<file path="src/i2cm_pkg.sv">
// shared types and constants for the i2c master bit engine
package i2cm_pkg;

  localparam int unsigned PADDR_W = 3;
  localparam int unsigned PDATA_W = 32;
  localparam int unsigned DATA_BITS = 8;
  localparam int unsigned CNT_W = 4;

  // register word index
  localparam logic REG_STRETCH = 1'b0;

  // request codes
  localparam logic [1:0] REQ_TICK  = 2'd0;
  localparam logic [1:0] REQ_WRITE = 2'd1;
  localparam logic [1:0] REQ_READ  = 2'd2;

  typedef struct packed {
    logic [1:0] req_type;
    logic       send_start;
    logic       send_stop;
    logic [7:0] write_byte;
    logic       ack_after_read;
    logic       scl_in;
    logic       sda_in;
  } req_t;

  typedef struct packed {
    logic       scl_drive_low;
    logic       sda_drive_low;
    logic       busy_res;
    logic       done_res;
    logic       nack;
    logic [7:0] read_byte;
  } res_t;

  typedef struct packed {
    logic rd;
    logic stop;
    logic ack;
  } cmd_flags_t;

endpackage

</file>
<file path="src/i2cm_intf.sv">
// valid/ready channel interfaces for requests and results
interface i2cm_req_if;
  import i2cm_pkg::*;
  logic valid;
  logic ready;
  req_t data;
  modport source (output valid, output data, input ready);
  modport sink (input valid, input data, output ready);
endinterface

interface i2cm_res_if;
  import i2cm_pkg::*;
  logic valid;
  logic ready;
  res_t data;
  modport source (output valid, output data, input ready);
  modport sink (input valid, input data, output ready);
endinterface

</file>
<file path="src/i2c_master_bit_engine.sv">
// i2c master bit engine: byte sequencer with request and result channels
//
// usage: every request transaction is one tick of the bus sequencer. it
// carries the sampled scl/sda levels and, while idle, an optional write or
// read byte command. each accepted request yields exactly one result
// transaction with the new pin drives, busy, a one-tick done flag, the
// sampled nack of a finished write and the byte of a finished read.
// the stretch_enable register (apb, word 0) selects whether a released scl
// must read high before the sequencer moves on; write it only while idle.
// the result of a request is registered in the output register, or in the
// skid entry while a result waits. one request per cycle while the skid is
// empty; the only loop is the phase/counter/shift update from the accepted request.
// the result side has a two-entry buffer (output register plus skid), so a
// request is still taken while one result waits; ready drops only when both
// entries are full and comes back as soon as the receiver takes one.
// reset: phase idle with both lines released, all counters and flags clear,
// stretch_enable set, result buffer empty.
module i2c_master_bit_engine (
  input  logic                           clk_i,
  input  logic                           rst_ni,
  i2cm_req_if.sink                       req_i,
  i2cm_res_if.source                     res_o,
  input  logic                           psel,
  input  logic                           penable,
  input  logic                           pwrite,
  input  logic [i2cm_pkg::PADDR_W-1:0]   paddr,
  input  logic [i2cm_pkg::PDATA_W-1:0]   pwdata,
  output logic [i2cm_pkg::PDATA_W-1:0]   prdata,
  output logic                           pready
);
  import i2cm_pkg::*;

  typedef enum logic [11:0] {
    PH_IDLE_FREE      = 12'b0000_0000_0001,
    PH_IDLE_SCL       = 12'b0000_0000_0010,
    PH_IDLE_BOTH      = 12'b0000_0000_0100,
    PH_START_REL_FREE = 12'b0000_0000_1000,
    PH_START_REL_HELD = 12'b0000_0001_0000,
    PH_START_WAIT     = 12'b0000_0010_0000,
    PH_START_FALL     = 12'b0000_0100_0000,
    PH_START_LOW      = 12'b0000_1000_0000,
    PH_BIT_SETUP      = 12'b0001_0000_0000,
    PH_BIT_HIGH       = 12'b0010_0000_0000,
    PH_STOP_LOW       = 12'b0100_0000_0000,
    PH_STOP_WAIT      = 12'b1000_0000_0000
  } phase_e;

  // sda level during a data or ack bit
  function automatic logic bit_sda_low(logic [CNT_W-1:0] cnt, cmd_flags_t fl,
                                       logic [7:0] sh);
    logic r;
    if (cnt < CNT_W'(DATA_BITS)) begin
      r = fl.rd ? 1'b0 : ~sh[7];
    end else begin
      r = fl.rd & fl.ack;
    end
    return r;
  endfunction

  // ---------------------------------------------------------------------
  // configuration register
  // ---------------------------------------------------------------------
  logic stretch_q;
  logic cfg_wr;

  assign pready = 1'b1;
  assign cfg_wr = psel & penable & pwrite & (paddr[PADDR_W-1] == REG_STRETCH);
  assign prdata = (paddr[PADDR_W-1] == REG_STRETCH) ? {{(PDATA_W-1){1'b0}}, stretch_q}
                                                    : '0;

  always_ff @(posedge clk_i or negedge rst_ni) begin
    if (!rst_ni) begin
      stretch_q <= 1'b1;
    end else if (cfg_wr) begin
      stretch_q <= pwdata[0];
    end
  end

  // ---------------------------------------------------------------------
  // sequencer state
  // ---------------------------------------------------------------------
  phase_e           phase_q, phase_d;
  logic [CNT_W-1:0] cnt_q, cnt_d;
  logic [7:0]       shift_q, shift_d;
  logic             started_q, started_d;
  cmd_flags_t       flags_q, flags_d;
  logic             ack_q, ack_d;

  req_t req;
  res_t res;
  logic high_ok;
  logic done;
  logic in_fire;
  logic is_cmd;

  assign req     = req_i.data;
  assign high_ok = ~stretch_q | req.scl_in;
  assign is_cmd  = (req.req_type == REQ_WRITE) || (req.req_type == REQ_READ);

  always_comb begin
    phase_d   = phase_q;
    cnt_d     = cnt_q;
    shift_d   = shift_q;
    started_d = started_q;
    flags_d   = flags_q;
    ack_d     = ack_q;
    done      = 1'b0;

    unique case (phase_q) inside
      PH_IDLE_FREE, PH_IDLE_SCL, PH_IDLE_BOTH: begin
        if (is_cmd) begin
          cnt_d   = '0;
          ack_d   = 1'b0;
          flags_d = '{rd: (req.req_type == REQ_READ), stop: req.send_stop,
                      ack: req.ack_after_read};
          if (req.req_type == REQ_READ) begin
            shift_d = '0;
            phase_d = PH_BIT_SETUP;
          end else begin
            shift_d = req.write_byte;
            if (req.send_start) begin
              phase_d = (phase_q == PH_IDLE_FREE) ? PH_START_REL_FREE
                                                  : PH_START_REL_HELD;
            end else begin
              phase_d = PH_BIT_SETUP;
            end
          end
        end
      end
      PH_START_REL_FREE: begin
        phase_d = started_q ? PH_START_WAIT : PH_START_FALL;
      end
      PH_START_REL_HELD: begin
        phase_d = started_q ? PH_START_WAIT : PH_START_LOW;
      end
      PH_START_WAIT: begin
        if (high_ok) begin
          phase_d = PH_START_FALL;
        end
      end
      PH_START_FALL: begin
        phase_d = PH_START_LOW;
      end
      PH_START_LOW: begin
        started_d = 1'b1;
        phase_d   = PH_BIT_SETUP;
      end
      PH_BIT_SETUP: begin
        phase_d = PH_BIT_HIGH;
      end
      PH_BIT_HIGH: begin
        if (high_ok) begin
          if (cnt_q < CNT_W'(DATA_BITS)) begin
            shift_d = {shift_q[6:0], flags_q.rd & req.sda_in};
            cnt_d   = cnt_q + CNT_W'(1);
            phase_d = PH_BIT_SETUP;
          end else begin
            if (!flags_q.rd) begin
              ack_d = req.sda_in;
            end
            if (flags_q.stop) begin
              phase_d = PH_STOP_LOW;
            end else begin
              // idle keeps scl low; sda stays low only after an acked read
              phase_d = bit_sda_low(cnt_q, flags_q, shift_q) ? PH_IDLE_BOTH
                                                             : PH_IDLE_SCL;
              done    = 1'b1;
            end
          end
        end
      end
      PH_STOP_LOW: begin
        phase_d = PH_STOP_WAIT;
      end
      PH_STOP_WAIT: begin
        if (high_ok) begin
          started_d = 1'b0;
          phase_d   = PH_IDLE_FREE;
          done      = 1'b1;
        end
      end
      default: begin
        phase_d = PH_IDLE_FREE;
      end
    endcase
  end

  // result from the updated state
  always_comb begin
    res           = '0;
    res.busy_res  = ~((phase_d == PH_IDLE_FREE) || (phase_d == PH_IDLE_SCL) ||
                      (phase_d == PH_IDLE_BOTH));
    res.done_res  = done;
    res.nack      = done & ~flags_d.rd & ack_d;
    res.read_byte = (done & flags_d.rd) ? shift_d : 8'h00;
    unique case (phase_d)
      PH_IDLE_SCL:       begin res.scl_drive_low = 1'b1; res.sda_drive_low = 1'b0; end
      PH_IDLE_BOTH:      begin res.scl_drive_low = 1'b1; res.sda_drive_low = 1'b1; end
      PH_START_REL_HELD: begin res.scl_drive_low = 1'b1; res.sda_drive_low = 1'b0; end
      PH_START_FALL:     begin res.scl_drive_low = 1'b0; res.sda_drive_low = 1'b1; end
      PH_START_LOW:      begin res.scl_drive_low = 1'b1; res.sda_drive_low = 1'b1; end
      PH_BIT_SETUP: begin
        res.scl_drive_low = 1'b1;
        res.sda_drive_low = bit_sda_low(cnt_d, flags_d, shift_d);
      end
      PH_BIT_HIGH: begin
        res.scl_drive_low = 1'b0;
        res.sda_drive_low = bit_sda_low(cnt_d, flags_d, shift_d);
      end
      PH_STOP_LOW:       begin res.scl_drive_low = 1'b1; res.sda_drive_low = 1'b1; end
      PH_STOP_WAIT:      begin res.scl_drive_low = 1'b0; res.sda_drive_low = 1'b1; end
      default:           begin res.scl_drive_low = 1'b0; res.sda_drive_low = 1'b0; end
    endcase
  end

  // state advances once per accepted request
  always_ff @(posedge clk_i or negedge rst_ni) begin
    if (!rst_ni) begin
      phase_q   <= PH_IDLE_FREE;
      cnt_q     <= '0;
      shift_q   <= '0;
      started_q <= 1'b0;
      flags_q   <= '0;
      ack_q     <= 1'b0;
    end else if (in_fire) begin
      phase_q   <= phase_d;
      cnt_q     <= cnt_d;
      shift_q   <= shift_d;
      started_q <= started_d;
      flags_q   <= flags_d;
      ack_q     <= ack_d;
    end
  end

  // ---------------------------------------------------------------------
  // result buffer: output register plus skid entry
  // ---------------------------------------------------------------------
  logic out_vld_q, skid_vld_q;
  res_t out_q, skid_q;
  logic out_fire;

  assign req_i.ready = ~skid_vld_q;
  assign in_fire     = req_i.valid & ~skid_vld_q;
  assign out_fire    = out_vld_q & res_o.ready;
  assign res_o.valid = out_vld_q;
  assign res_o.data  = out_q;

  always_ff @(posedge clk_i or negedge rst_ni) begin
    if (!rst_ni) begin
      out_vld_q  <= 1'b0;
      skid_vld_q <= 1'b0;
    end else if (in_fire) begin
      // skid is empty here
      if (!out_vld_q || res_o.ready) begin
        out_vld_q <= 1'b1;
      end else begin
        skid_vld_q <= 1'b1;
      end
    end else if (out_fire) begin
      if (skid_vld_q) begin
        skid_vld_q <= 1'b0;
      end else begin
        out_vld_q <= 1'b0;
      end
    end
  end

  always_ff @(posedge clk_i) begin
    if (in_fire) begin
      if (!out_vld_q || res_o.ready) begin
        out_q <= res;
      end else begin
        skid_q <= res;
      end
    end else if (out_fire && skid_vld_q) begin
      out_q <= skid_q;
    end
  end

endmodule

</file>
<file path="src/flat_wrapper.sv">
// flat-port wrapper written by rule: the top's interface ports become plain ports
module i2c_master_bit_engine_flat import i2cm_pkg::*;
  (clk_i, rst_ni, psel, penable, pwrite, paddr, pwdata, prdata, pready, req_i_valid, req_i_data, req_i_ready, res_o_valid, res_o_data, res_o_ready);
  i2cm_req_if req_i_i ();
  i2cm_res_if res_o_i ();
  input  logic clk_i;
  input  logic rst_ni;
  input  logic psel;
  input  logic penable;
  input  logic pwrite;
  input  logic [i2cm_pkg::PADDR_W-1:0] paddr;
  input  logic [i2cm_pkg::PDATA_W-1:0] pwdata;
  output logic [i2cm_pkg::PDATA_W-1:0] prdata;
  output logic pready;
  input wire logic [$bits(req_i_i.valid)-1:0] req_i_valid;
  input wire logic [$bits(req_i_i.data)-1:0] req_i_data;
  output wire logic [$bits(req_i_i.ready)-1:0] req_i_ready;
  output wire logic [$bits(res_o_i.valid)-1:0] res_o_valid;
  output wire logic [$bits(res_o_i.data)-1:0] res_o_data;
  input wire logic [$bits(res_o_i.ready)-1:0] res_o_ready;
  assign req_i_i.valid = req_i_valid;
  assign req_i_i.data = req_i_data;
  assign req_i_ready = req_i_i.ready;
  assign res_o_valid = res_o_i.valid;
  assign res_o_data = res_o_i.data;
  assign res_o_i.ready = res_o_ready;
  i2c_master_bit_engine u_core (.clk_i(clk_i), .rst_ni(rst_ni), .req_i(req_i_i), .res_o(res_o_i), .psel(psel), .penable(penable), .pwrite(pwrite), .paddr(paddr), .pwdata(pwdata), .prdata(prdata), .pready(pready));
endmodule
</file>
<file path="config.mk">
export PLATFORM = sky130hd
export DESIGN_NAME = i2c_master_bit_engine_flat
export DESIGN_NICKNAME = d
export VERILOG_FILES = /design/src/i2cm_pkg.sv /design/src/i2cm_intf.sv /design/src/i2c_master_bit_engine.sv /design/src/flat_wrapper.sv
export SDC_FILE = /design/constraint.sdc
export NUM_CORES = 1
export LEC_CHECK = 0
export BUFFER_PORTS_ARGS = -buffer_cell sky130_fd_sc_hd__clkbuf_2
export CAP_MARGIN = 10
export CORE_MARGIN = 2
export CORE_UTILIZATION = 48
export CTS_CLUSTER_SIZE = 10
export DETAILED_ROUTE_END_ITERATION = 16
export GPL_TIMING_DRIVEN = 0
export PLACE_DENSITY_LB_ADDON = 0.25
export SLEW_MARGIN = 20
export SYNTH_ARGS = -nofsm -noshare
export SYNTH_HDL_FRONTEND = slang
export SYNTH_SLANG_ARGS = --single-unit
export TNS_END_PERCENT = 5
</file>
<file path="constraint.sdc">
create_clock -name clk_i -period 3.1 [get_ports clk_i]
set_input_delay 0 -clock clk_i [delete_from_list [all_inputs] [get_ports clk_i]]
set_output_delay 0 -clock clk_i [all_outputs]
set_load 0.05 [all_outputs]
</file>
==> PnR_summary.wiki, run 1 <==
{| class="wikitable"
! Metric !! Value
|-
| Final worst path period need || between 2 and 3 ns
|-
| TritonCTS clock tree || yes
|-
| Netlist cell types || 57
|-
| Ratio of cells with drive above 1 in the final layout || 0.2575
|-
| Most used flip-flop cell after synthesis || dfrtp_1
|-
| First-pass GRT wire length || between 15000 and 20000 µm
|-
| Clock Sink Count || just under 60
|-
| Final Slew Violations || 0
|-
| Highest net fanout along the worst path || 9
|-
| Clock-pin transition on the worst setup and hold timing paths || roughly 0.07 ns
|-
| Type of destination of the critical path || register
|-
| Final setup viols || 0
|-
| Worst-Skew Late Latency || about 0.34 ns
|-
| Share of synthesized area occupied by flip-flops and latches || 0.4485
|-
| Actual transition at the worst max-transition pin || between 0.9 and 1 ns
|-
| Number of violations reported at the end of detailed-routing iteration 0 || 221
|-
| Fin Hold WS || roughly 0.035 ns
|-
| Synthesized instance count || 374
|-
| WL per Instance || about 16 µm
|-
| Status || finished, final reports clean
|-
| Crit path launch type || register
|-
| Largest voltage drop on the vdd net || between 300 and 400 µV
|-
| Lkg Pwr || 1.927 nW
|-
| Pre-antenna DRT Iters || 5
|-
| Unrepaired setup endpoints after global routing || false
|-
| Number of enable flip-flop cells after synthesis || 26
|-
| HPWL after DPL || between 6000 and 7000 µm
|-
| Most numerous cell in the Yosys netlist || nand2_1
|-
| #FFs+latches synth || just under 60
|-
| Total Routing Usage GR || 0.2360
|-
| Antenna diodes || 0
|-
| Antenna violations before repair || 0
|-
| Type of the setup path with the least slack || reg -> reg
|-
| Required time at the endpoint of the critical path || ~3.3 ns
|-
| Number of standard-cell rows in the floorplan || 31
|-
| Last weighted congestion value of the routability-driven placer || around 0.93
|-
| Relative max-transition margin || 0.3751
|-
| Area delta synth->final || 22.88%
|-
| Leading cell types by count after synthesis || 44 x nand2_1, 34 x nor2_1, 32 x buf_4, 30 x dfrtp_1, 26 x edfxtp_1
|-
| Max Clock Freq || ~0.34 GHz
|-
| Max Buffers Root-to-Sink || 2
|-
| Root buffer selected by CTS || clkbuf_8
|-
| Antenna-violating nets left || 0
|-
| Number of H-tree levels || 3
|-
| Detailed-route vias per instance || ~5.6
|-
| Overall die width || between 80 and 90 µm
|-
| Top cells by area in the synthesized netlist || edfxtp_1 22%, dfrtp_1 21%, buf_4 6.8%
|-
| TritonCTS buffer count || 9
|-
| Net count reported at finish || 520
|-
| Vias after detailed routing || between 3000 and 4000
|-
| Post-Route Skew || 0.01309 ns
|-
| Starting density of the core || 0.4922
|-
| Number of top-level pins || about 110
|-
| Routed Wire Length || a little over 9000 µm
|-
| Average size of a mapped cell || about 9.4 µm²
|-
| Total chip power || between 0.003 and 0.004 W
|-
| Yosys warning total || 0
|-
| # Max-Cap Violations || 0
|-
| Netlist area before placement || around 3500 µm²
|-
| Power per unit of standard cell area || roughly 900 nW/µm²
|-
| Cell area after placement || 3970 µm²
|-
| Yosys top cell by area || edfxtp_1
|-
| Final hold violation count || 0
|-
| Number of global-route vias before repair || 3016
|-
| Maximum number of pins on one net before global-route repair || 33
|-
| Area of all placed cells without fillers || between 4000 and 5000 µm²
|-
| Summed negative setup slack over all endpoints || 0 ns
|-
| Placeable core area || 7176 µm²
|-
| Share of the synthesized area in the top cell type || 0.2210
|-
| Number of DRC violations after detailed routing || 0
|-
| Worst endpoint data arrival time || between 3 and 4 ns
|-
| Async SR Flop Fraction || 0.5517
|-
| Class of the most critical hold timing path || in -> reg
|-
| Congestion Overflow GR || 0
|-
| Final worst-path cycle share || 0.9534
|-
| Area of the die || between 8000 and 9000 µm²
|-
| Die height || roughly 90 µm
|-
| Total of buffers placed on input and output ports || 39
|}
[critical path, stage by stage, from the launching register on]
cell and delay, ns:
dfrtp_1 0.37, clkbuf_1 0.24, or4_1 0.67, nor2_1 0.31
nand3_1 0.26, and3_4 0.25, or4_4 0.56, a21oi_2 0.16
[kinds of logic after synthesis]
kind of cell,after synthesis,share of synthesized area
other,2,0.002126
buffers and inverters,59,0.1020
and+or+nand+nor,157,0.2356
xor gates and xnor gates,5,0.01240
DFF,58,0.4485
AOI/OAI and AO/OA,81,0.1615
adders and majority gates,2,0.007084
muxes,10,0.03082
[where the power goes]
group / internal (W) / total [W] / switching (W)
Clock: 0.000542 / 0.000890 / 0.000347
Sequential: 0.00107 / 0.00120 / 0.000124
Combinational: 0.000582 / 0.00186 / 0.00128
[flip-flops by register name (all words and copies together), names as in the netlist]
| signal | flops |
|---|---|
| u_core.phase_q | 12 |
| u_core.skid_q | 13 |
| u_core.shift_q | 8 |
| u_core.flags_q | 3 |
| u_core.res_o.data | 13 |
| u_core.cnt_q | 4 |
| u_core.stretch_q | 1 |
| u_core.skid_vld_q | 1 |
| u_core.ack_q | 1 |
| u_core.started_q | 1 |
| u_core.res_o.valid | 1 |
[layout make-up]
class,instances,area (µm²)
Timing Repair Buffer,46,265.3
Clock inverter,7,125.1
Tap cell,99,123.9
Buffer,54,341.6
Fill cell,625,2835
Sequential cell,58,1584
Inverter,5,18.77
Multi-Input combinational cell,287,1758
Clock buffer,9,123.9
[through the flow]
step | util | setup WS [ns] | std cells
finish | 0.6049 | 0.1444 | 565
global route | 0.6049 | 0.01435 | 565
CTS | 0.5984 | 0.07153 | 565
detailed placement | 0.5533 | -0.1238 | 542
global placement | 0.5524 | -0.1503 | 542
floorplan | - | 0.4427 | 404
[path summary, 6_finish.rpt]
| check | start | end | slack, ns | depth (start not counted) |
|---|---|---|---|---|
| setup reg to reg | u_core.phase_q[8] | u_core.res_o.data[11] | 0.14 | 7 |
| hold / removal | req_i_data[4] | u_core.shift_q[1] | 0.03 | 3 |
| setup / recovery | u_core.phase_q[8] | u_core.res_o.data[11] | 0.14 | 7 |
| hold reg to reg | u_core.shift_q[7] | u_core.shift_q[7] | 0.49 | 2 |
| min in group asynchronous | rst_ni | u_core.phase_q[11] | 0.30 | 2 |
| max in group asynchronous | rst_ni | u_core.phase_q[8] | 2.24 | 2 |
[repair_timing]
item | CTS | global route
hold buffers | 7 | 0
endpoints found under the setup margin | 12 | 16
resized for setup | 1 | 7
setup buffers | 0 | 0
hold endpoints to repair | 35 | 0
pin swaps | 0 | 1
[layout by cell type, fill, tap and decap left out, drive strengths merged, types with 8 or more instances in the layout]
| cell type | Yosys | routed |
|---|---|---|
| buf | 37 | 37 |
| edfxtp | 26 | 26 |
| nand3 | 10 | 10 |
| dfrtp | 30 | 30 |
| a22o | 13 | 13 |
| nor3 | 11 | 11 |
| a21oi | 14 | 14 |
| clkbuf | 17 | 65 |
| o31ai | 14 | 14 |
| nor2 | 34 | 34 |
| nor2b | 8 | 8 |
| o21ai | 21 | 21 |
| nand2 | 44 | 44 |
| conb | 2 | 32 |
[metal layers]
metal  up-vias  part of all wire  track usage
li1       1481                 -            -
met1      1498              0.45       0.3273
met2       152              0.46       0.3838
met3        12             0.071      0.04023
met4         0             0.014      0.06923
met5         -                 0            0
No activity file was read; power rests on OpenSTA's default activity.
==> run 2: changes to the inputs <==
--- a/config.mk
+++ b/config.mk
@@ -13,6 +13,8 @@
 export DETAILED_ROUTE_END_ITERATION = 16
 export GPL_TIMING_DRIVEN = 0
 export PLACE_DENSITY_LB_ADDON = 0.25
+export REMOVE_ABC_BUFFERS = 1
+export SKIP_LAST_GASP = 1
 export SLEW_MARGIN = 20
 export SYNTH_ARGS = -nofsm -noshare
 export SYNTH_HDL_FRONTEND = slang
==> PnR_summary.wiki, run 2 (synthesis gave the netlist of run 1 again) <==
{| class="wikitable"
! Metric !! Value
|-
| Status || finished, final reports clean
|-
| Worst endpoint data arrival time || ~3.1 ns
|-
| Post-CTS Repair Setup Buffers || 0
|-
| Detailed-route vias per instance || between 5 and 6
|-
| WL per Instance || 15.75 µm
|-
| # Max-Cap Violations || 0
|-
| Final setup viols || 0
|-
| Final worst-path cycle share || 0.9342
|-
| Final hold violation count || 0
|-
| Final Slew Violations || 0
|-
| Class of the most critical hold timing path || in -> reg
|-
| Relative max-transition margin || 0.4395
|-
| Required time at the endpoint of the critical path || roughly 3.3 ns
|-
| Type of destination of the critical path || register
|-
| HPWL after DPL || 5882 µm
|-
| Placeable core area || about 7200 µm²
|-
| Antenna diodes || 0
|-
| Die height || roughly 90 µm
|-
| Total Routing Usage GR || 0.2043
|-
| Antenna-violating nets left || 0
|-
| Congestion Overflow GR || 0
|-
| Total chip power || between 0.003 and 0.004 W
|-
| Largest voltage drop on the vdd net || just under 300 µV
|-
| Max Buffers Root-to-Sink || 2
|-
| Area of the die || roughly 8000 µm²
|-
| Fin Hold WS || approximately 0.010 ns
|-
| Power per unit of standard cell area || 895.1 nW/µm²
|-
| TritonCTS clock tree || yes
|-
| Max Clock Freq || between 0.3 and 0.4 GHz
|-
| Starting density of the core || 0.4922
|-
| Maximum number of pins on one net before global-route repair || 33
|-
| Final worst path period need || 2.896 ns
|-
| Clock Sink Count || 58
|-
| Post-Route Skew || 0.01015 ns
|-
| Number of standard-cell rows in the floorplan || 31
|-
| Ratio of cells with drive above 1 in the final layout || 0.2063
|-
| Vias after detailed routing || approximately 2900
|-
| TritonCTS buffer count || 9
|-
| Commonest cells after routing, fill and taps aside || 42 x nand2_1, 39 x clkbuf_2, 32 x nor2_1, 32 x conb_1, 30 x dfrtp_1
|-
| Clock-pin transition on the worst setup and hold timing paths || 0.07 ns
|-
| Number of DRC violations after detailed routing || 0
|-
| Number of violations reported at the end of detailed-routing iteration 0 || ~170
|-
| Lkg Pwr || around 1.7 nW
|-
| Unrepaired setup endpoints after global routing || false
|-
| Number of top-level pins || approximately 110
|-
| Number of global-route vias before repair || roughly 2600
|-
| Number of H-tree levels || 3
|-
| Routed Wire Length || 8047 µm
|-
| Antenna violations before repair || 0
|-
| Crit path launch type || register
|-
| Total of buffers placed on input and output ports || 39
|-
| Actual transition at the worst max-transition pin || approximately 0.84 ns
|-
| Type of the setup path with the least slack || reg -> reg
|-
| Pre-antenna DRT Iters || 4
|-
| Overall die width || about 90 µm
|-
| Most frequent standard cell in the layout excluding fill and tap cells || nand2_1
|-
| First-pass GRT wire length || about 13000 µm
|-
| Highest net fanout along the worst path || 11
|-
| Worst-Skew Late Latency || roughly 0.34 ns
|-
| Last weighted congestion value of the routability-driven placer || 0.9184
|-
| Area delta synth->final || 10.73%
|-
| Root buffer selected by CTS || clkbuf_8
|-
| Net count reported at finish || approximately 470
|}
==> run 2: changes by cell type in the layout (fill, tap and decap cells not counted), sizes merged, moves of 3 or more <==
cell | previous run | this run
clkinv | 2 | 5
bufinv | 3 | 0
buf | 37 | 2
clkbuf | 65 | 48
==> run 2: final cells by class <==
type	instances	area (µm²)
flip-flops and latches	58	1584
fillers	672	3264
clock inverters	7	46.29
repair buffers	46	284.0
well taps	99	123.9
inverters	5	18.77
clock buffers	9	123.9
multi-input cells	287	1730
==> run 2: path summary, 6_finish.rpt <==
path	startpoint	end	slack, ns	depth (start not counted)
hold reg to reg	u_core.shift_q[7]	u_core.shift_q[7]	0.47	2
hold / removal	pwrite	u_core.stretch_q	0.01	3
setup reg to reg	u_core.phase_q[3]	u_core.res_o.data[11]	0.20	6
max in group asynchronous	rst_ni	u_core.flags_q[2]	2.27	2
setup / recovery	u_core.phase_q[3]	u_core.res_o.data[11]	0.20	6
min in group asynchronous	rst_ni	u_core.phase_q[5]	0.29	2
==> run 2: per-stage QoR <==
step / setup slack, ns / utilization / instances / cell area [µm²] / TNS [ns]
after floorplan: 0.5021 / - / 350 / 3303 / 0
after global placement: -0.05996 / 0.5048 / 488 / 3622 / -0.4409
after detailed placement: -0.009263 / 0.5118 / 490 / 3672 / -0.02622
after CTS: 0.1218 / 0.5432 / 511 / 3897 / 0
after global routing: 0.07898 / 0.5451 / 511 / 3911 / 0
final: 0.2039 / 0.5451 / 511 / 3911 / 0
==> run 2: repair_timing <==
action | 4_1_cts | 5_1_grt
gates resized for setup | 1 | 3
hold buffers | 5 | 0
endpoints found under the setup margin | 8 | 15
endpoints found under the hold margin | 35 | 0
==> run 2: routing by layer <==
| layer | vias to the layer above | wire length, µm | part of all wire | GRT usage |
|---|---|---|---|---|
| met2 | 103 | 3753 | 0.47 | 0.3188 |
| met5 | - | 0 | 0 | 0 |
| met3 | 9 | 462 | 0.057 | 0.03269 |
| met1 | 1376 | 3721 | 0.46 | 0.2943 |
| met4 | 0 | 109 | 0.014 | 0.06410 |
| li1 | 1375 | - | - | - |
==> run 2: worst max-delay path, cell delays in order, from the launching register on <==
cell and delay (ns):
dfrtp_1 0.53, or4_4 0.67, or3_4 0.37, or2_4 0.26, and3_4 0.19, or4_4 0.54, a21oi_2 0.17
==> run 2: power breakdown <==
group | switching, W | internal [W] | total, W
sequential | 0.000184 | 0.00107 | 0.00126
combinational | 0.00112 | 0.000513 | 0.00164
clock | 0.000320 | 0.000286 | 0.000606
total | 0.00163 | 0.00187 | 0.00350
==> run 3: changes to the inputs <==
--- a/config.mk
+++ b/config.mk
@@ -7,8 +7,9 @@
 export LEC_CHECK = 0
 export BUFFER_PORTS_ARGS = -buffer_cell sky130_fd_sc_hd__clkbuf_2
 export CAP_MARGIN = 10
-export CORE_MARGIN = 2
-export CORE_UTILIZATION = 48
+export CELL_PAD_IN_SITES_DETAIL_PLACEMENT = 0
+export CELL_PAD_IN_SITES_GLOBAL_PLACEMENT = 2
+export CORE_UTILIZATION = 31
 export CTS_CLUSTER_SIZE = 10
 export DETAILED_ROUTE_END_ITERATION = 16
 export GPL_TIMING_DRIVEN = 0
==> PnR_summary.wiki, run 3 (synthesis gave the netlist of run 1 again) <==
{| class="wikitable"
! Metric !! Value
|-
| Most frequent standard cell in the layout excluding fill and tap cells || nand2_1
|-
| Max Clock Freq || roughly 0.34 GHz
|-
| Required time at the endpoint of the critical path || 3.29 ns
|-
| Commonest cells after routing, fill and taps aside || 42 x nand2_1, 39 x clkbuf_2, 32 x nor2_1, 32 x conb_1, 30 x dfrtp_1
|-
| Type of the setup path with the least slack || reg -> reg
|-
| Overall die width || 108.7 µm
|-
| Fin Hold WS || between 0.005 and 0.006 ns
|-
| First-pass GRT wire length || ~14000 µm
|-
| Total Routing Usage GR || 0.1598
|-
| Switching portion of total power || 0.4282
|-
| Number of standard-cell rows in the floorplan || 38
|-
| Net switching power of the design || 0.001727 W
|-
| TritonCTS buffer count || 9
|-
| Detailed-route vias per instance || a little over 5
|-
| Total of buffers placed on input and output ports || 39
|-
| Clock Sink Count || between 50 and 60
|-
| Lkg Pwr || 1.751 nW
|-
| Top delay family on crit path || simple AND/OR/NAND/NOR gates
|-
| Total chip power || between 0.004 and 0.005 W
|-
| Final worst path period need || between 2 and 3 ns
|-
| Largest voltage drop on the vdd net || slightly above 400 µV
|-
| Area delta synth->final || 17.07%
|-
| HPWL after DPL || between 6000 and 7000 µm
|-
| Final worst-path cycle share || 0.9405
|-
| TritonCTS clock tree || yes
|-
| Congestion Overflow GR || 0
|-
| Proportion of power drawn by combinational gates || 0.416
|-
| Number of top-level pins || between 100 and 150
|-
| Final setup viols || 0
|-
| Internal Pwr Total || 0.002306 W
|-
| Number of global-route vias before repair || about 2600
|-
| Routed Wire Length || 8918 µm
|-
| Crit path launch type || register
|-
| Fill cell total of the finished layout || about 1100
|-
| Worst endpoint data arrival time || around 3.1 ns
|-
| Root buffer selected by CTS || clkbuf_16
|-
| Placeable core area || between 10000 and 15000 µm²
|-
| Number of H-tree levels || 3
|-
| Cell-by-cell listing of the critical path || nor4_1 -> o2111ai_2 -> nor3_4 -> mux2_2 -> or4_4 -> a21oi_2
|-
| Pre-antenna DRT Iters || 4
|-
| CP peak stage delay || 0.57 ns
|-
| Maximum number of pins on one net before global-route repair || 33
|-
| Highest net fanout along the worst path || 9
|-
| Number of violations reported at the end of detailed-routing iteration 0 || approximately 120
|-
| Class of the most critical hold timing path || in -> reg
|-
| Slowest stage cell on the critical path || nor4_1
|-
| Share of total power in sequential cells || 0.312
|-
| Final Slew Violations || 0
|-
| Max Buffers Root-to-Sink || 2
|-
| Die height || 108.7 µm
|-
| Power per unit of standard cell area || approximately 1000 nW/µm²
|-
| Number of DRC violations after detailed routing || 0
|-
| Status || finished, final reports clean
|-
| Clock network fraction of total power || 0.271
|-
| Unrepaired setup endpoints after global routing || false
|-
| WL per Instance || around 16 µm
|-
| Ratio of cells with drive above 1 in the final layout || 0.2112
|-
| Worst-Skew Late Latency || ~0.33 ns
|-
| Type of destination of the critical path || register
|-
| Antenna-violating nets left || 0
|-
| Antenna diodes || 0
|-
| Starting density of the core || 0.3216
|-
| # Max-Cap Violations || 0
|-
| Relative max-transition margin || 0.3910
|-
| Vias after detailed routing || around 2800
|-
| Area of all placed cells without fillers || roughly 4100 µm²
|-
| Antenna violations before repair || 0
|-
| Final hold violation count || 0
|-
| Post-CTS Repair Setup Buffers || 0
|-
| Buffering stage count on the worst path with inverters included || 0
|-
| Last weighted congestion value of the routability-driven placer || between 0.7 and 0.8
|-
| Post-Route Skew || between 0.009 and 0.01 ns
|-
| Net count reported at finish || 466
|-
| Cell area after placement || 3724 µm²
|-
| Actual transition at the worst max-transition pin || 0.9135 ns
|-
| Area of the die || about 12000 µm²
|-
| Clock-pin transition on the worst setup and hold timing paths || approximately 0.060 ns
|}
## run 3: path summary, 6_finish.rpt
path / cells past startpoint / endpoint / slack, ns / start
min in group asynchronous: 2 / u_core.phase_q[5] / 0.34 / rst_ni
worst min register to register: 2 / u_core.ack_q / 0.48 / u_core.ack_q
worst max register to register: 6 / u_core.res_o.data[11] / 0.18 / u_core.phase_q[8]
max in group asynchronous: 2 / u_core.flags_q[2] / 2.19 / rst_ni
worst min-delay path: 3 / u_core.stretch_q / 0.005 / pwrite
worst max-delay path: 6 / u_core.res_o.data[11] / 0.18 / u_core.phase_q[8]
## run 3: layout make-up
type	count	area, µm²	share of cell area
flip-flops and latches	58	1584	0.3831
clock buffers	9	225.2	0.05446
multi-input cells	287	1745	0.4221
clock inverters	7	102.6	0.02481
repair buffers	46	284.0	0.06868
inverters	5	18.77	0.004539
well taps	140	175.2	0.04236
## run 3: per-stage QoR
step                      utilization  TNS (ns)  setup WS (ns)  cells
final                          0.3765         0         0.1845    552
after global routing           0.3765         0         0.1050    552
after CTS                      0.3741         0        0.02361    552
after detailed placement       0.3390    -2.747        -0.2124    531
after global placement         0.3345    -5.860        -0.2554    529
after floorplan                     -         0         0.5021    350
## run 3: worst reg2reg max path: stages, from the launching register on
cell,delay [ns]
dfrtp_1,0.48
nor4_1,0.57
o2111ai_2,0.37
nor3_4,0.36
mux2_2,0.42
or4_4,0.44
a21oi_2,0.14
## run 3: repair_timing
item | 4_1_cts | 5_1_grt
endpoints found under the setup margin | 18 | 16
hold endpoints to repair | 35 | 0
hold buffers | 5 | 0
gates cloned | 0 | 0
gates resized for setup | 2 | 4
## run 3: layer usage
layer | GRT usage | up-vias | routed length (µm)
met3 | 0.02750 | 14 | 246
met4 | 0.06853 | 0 | 190
met2 | 0.2473 | 73 | 4054
met5 | 0 | - | 0
li1 | - | 1374 | -
met1 | 0.2187 | 1353 | 4427
## run 3: power groups by stage
stage	combinational [W]	sequential [W]	clock [W]
6_report	0.00168	0.00126	0.00109
5_1_grt	0.00183	0.00129	0.00115
4_1_cts	0.00166	0.00126	0.00112
3_5_place_dp	0.00164	0.00127	0
3_3_place_gp	0.00161	0.00126	0
2_1_floorplan	0.000946	0.00150	0
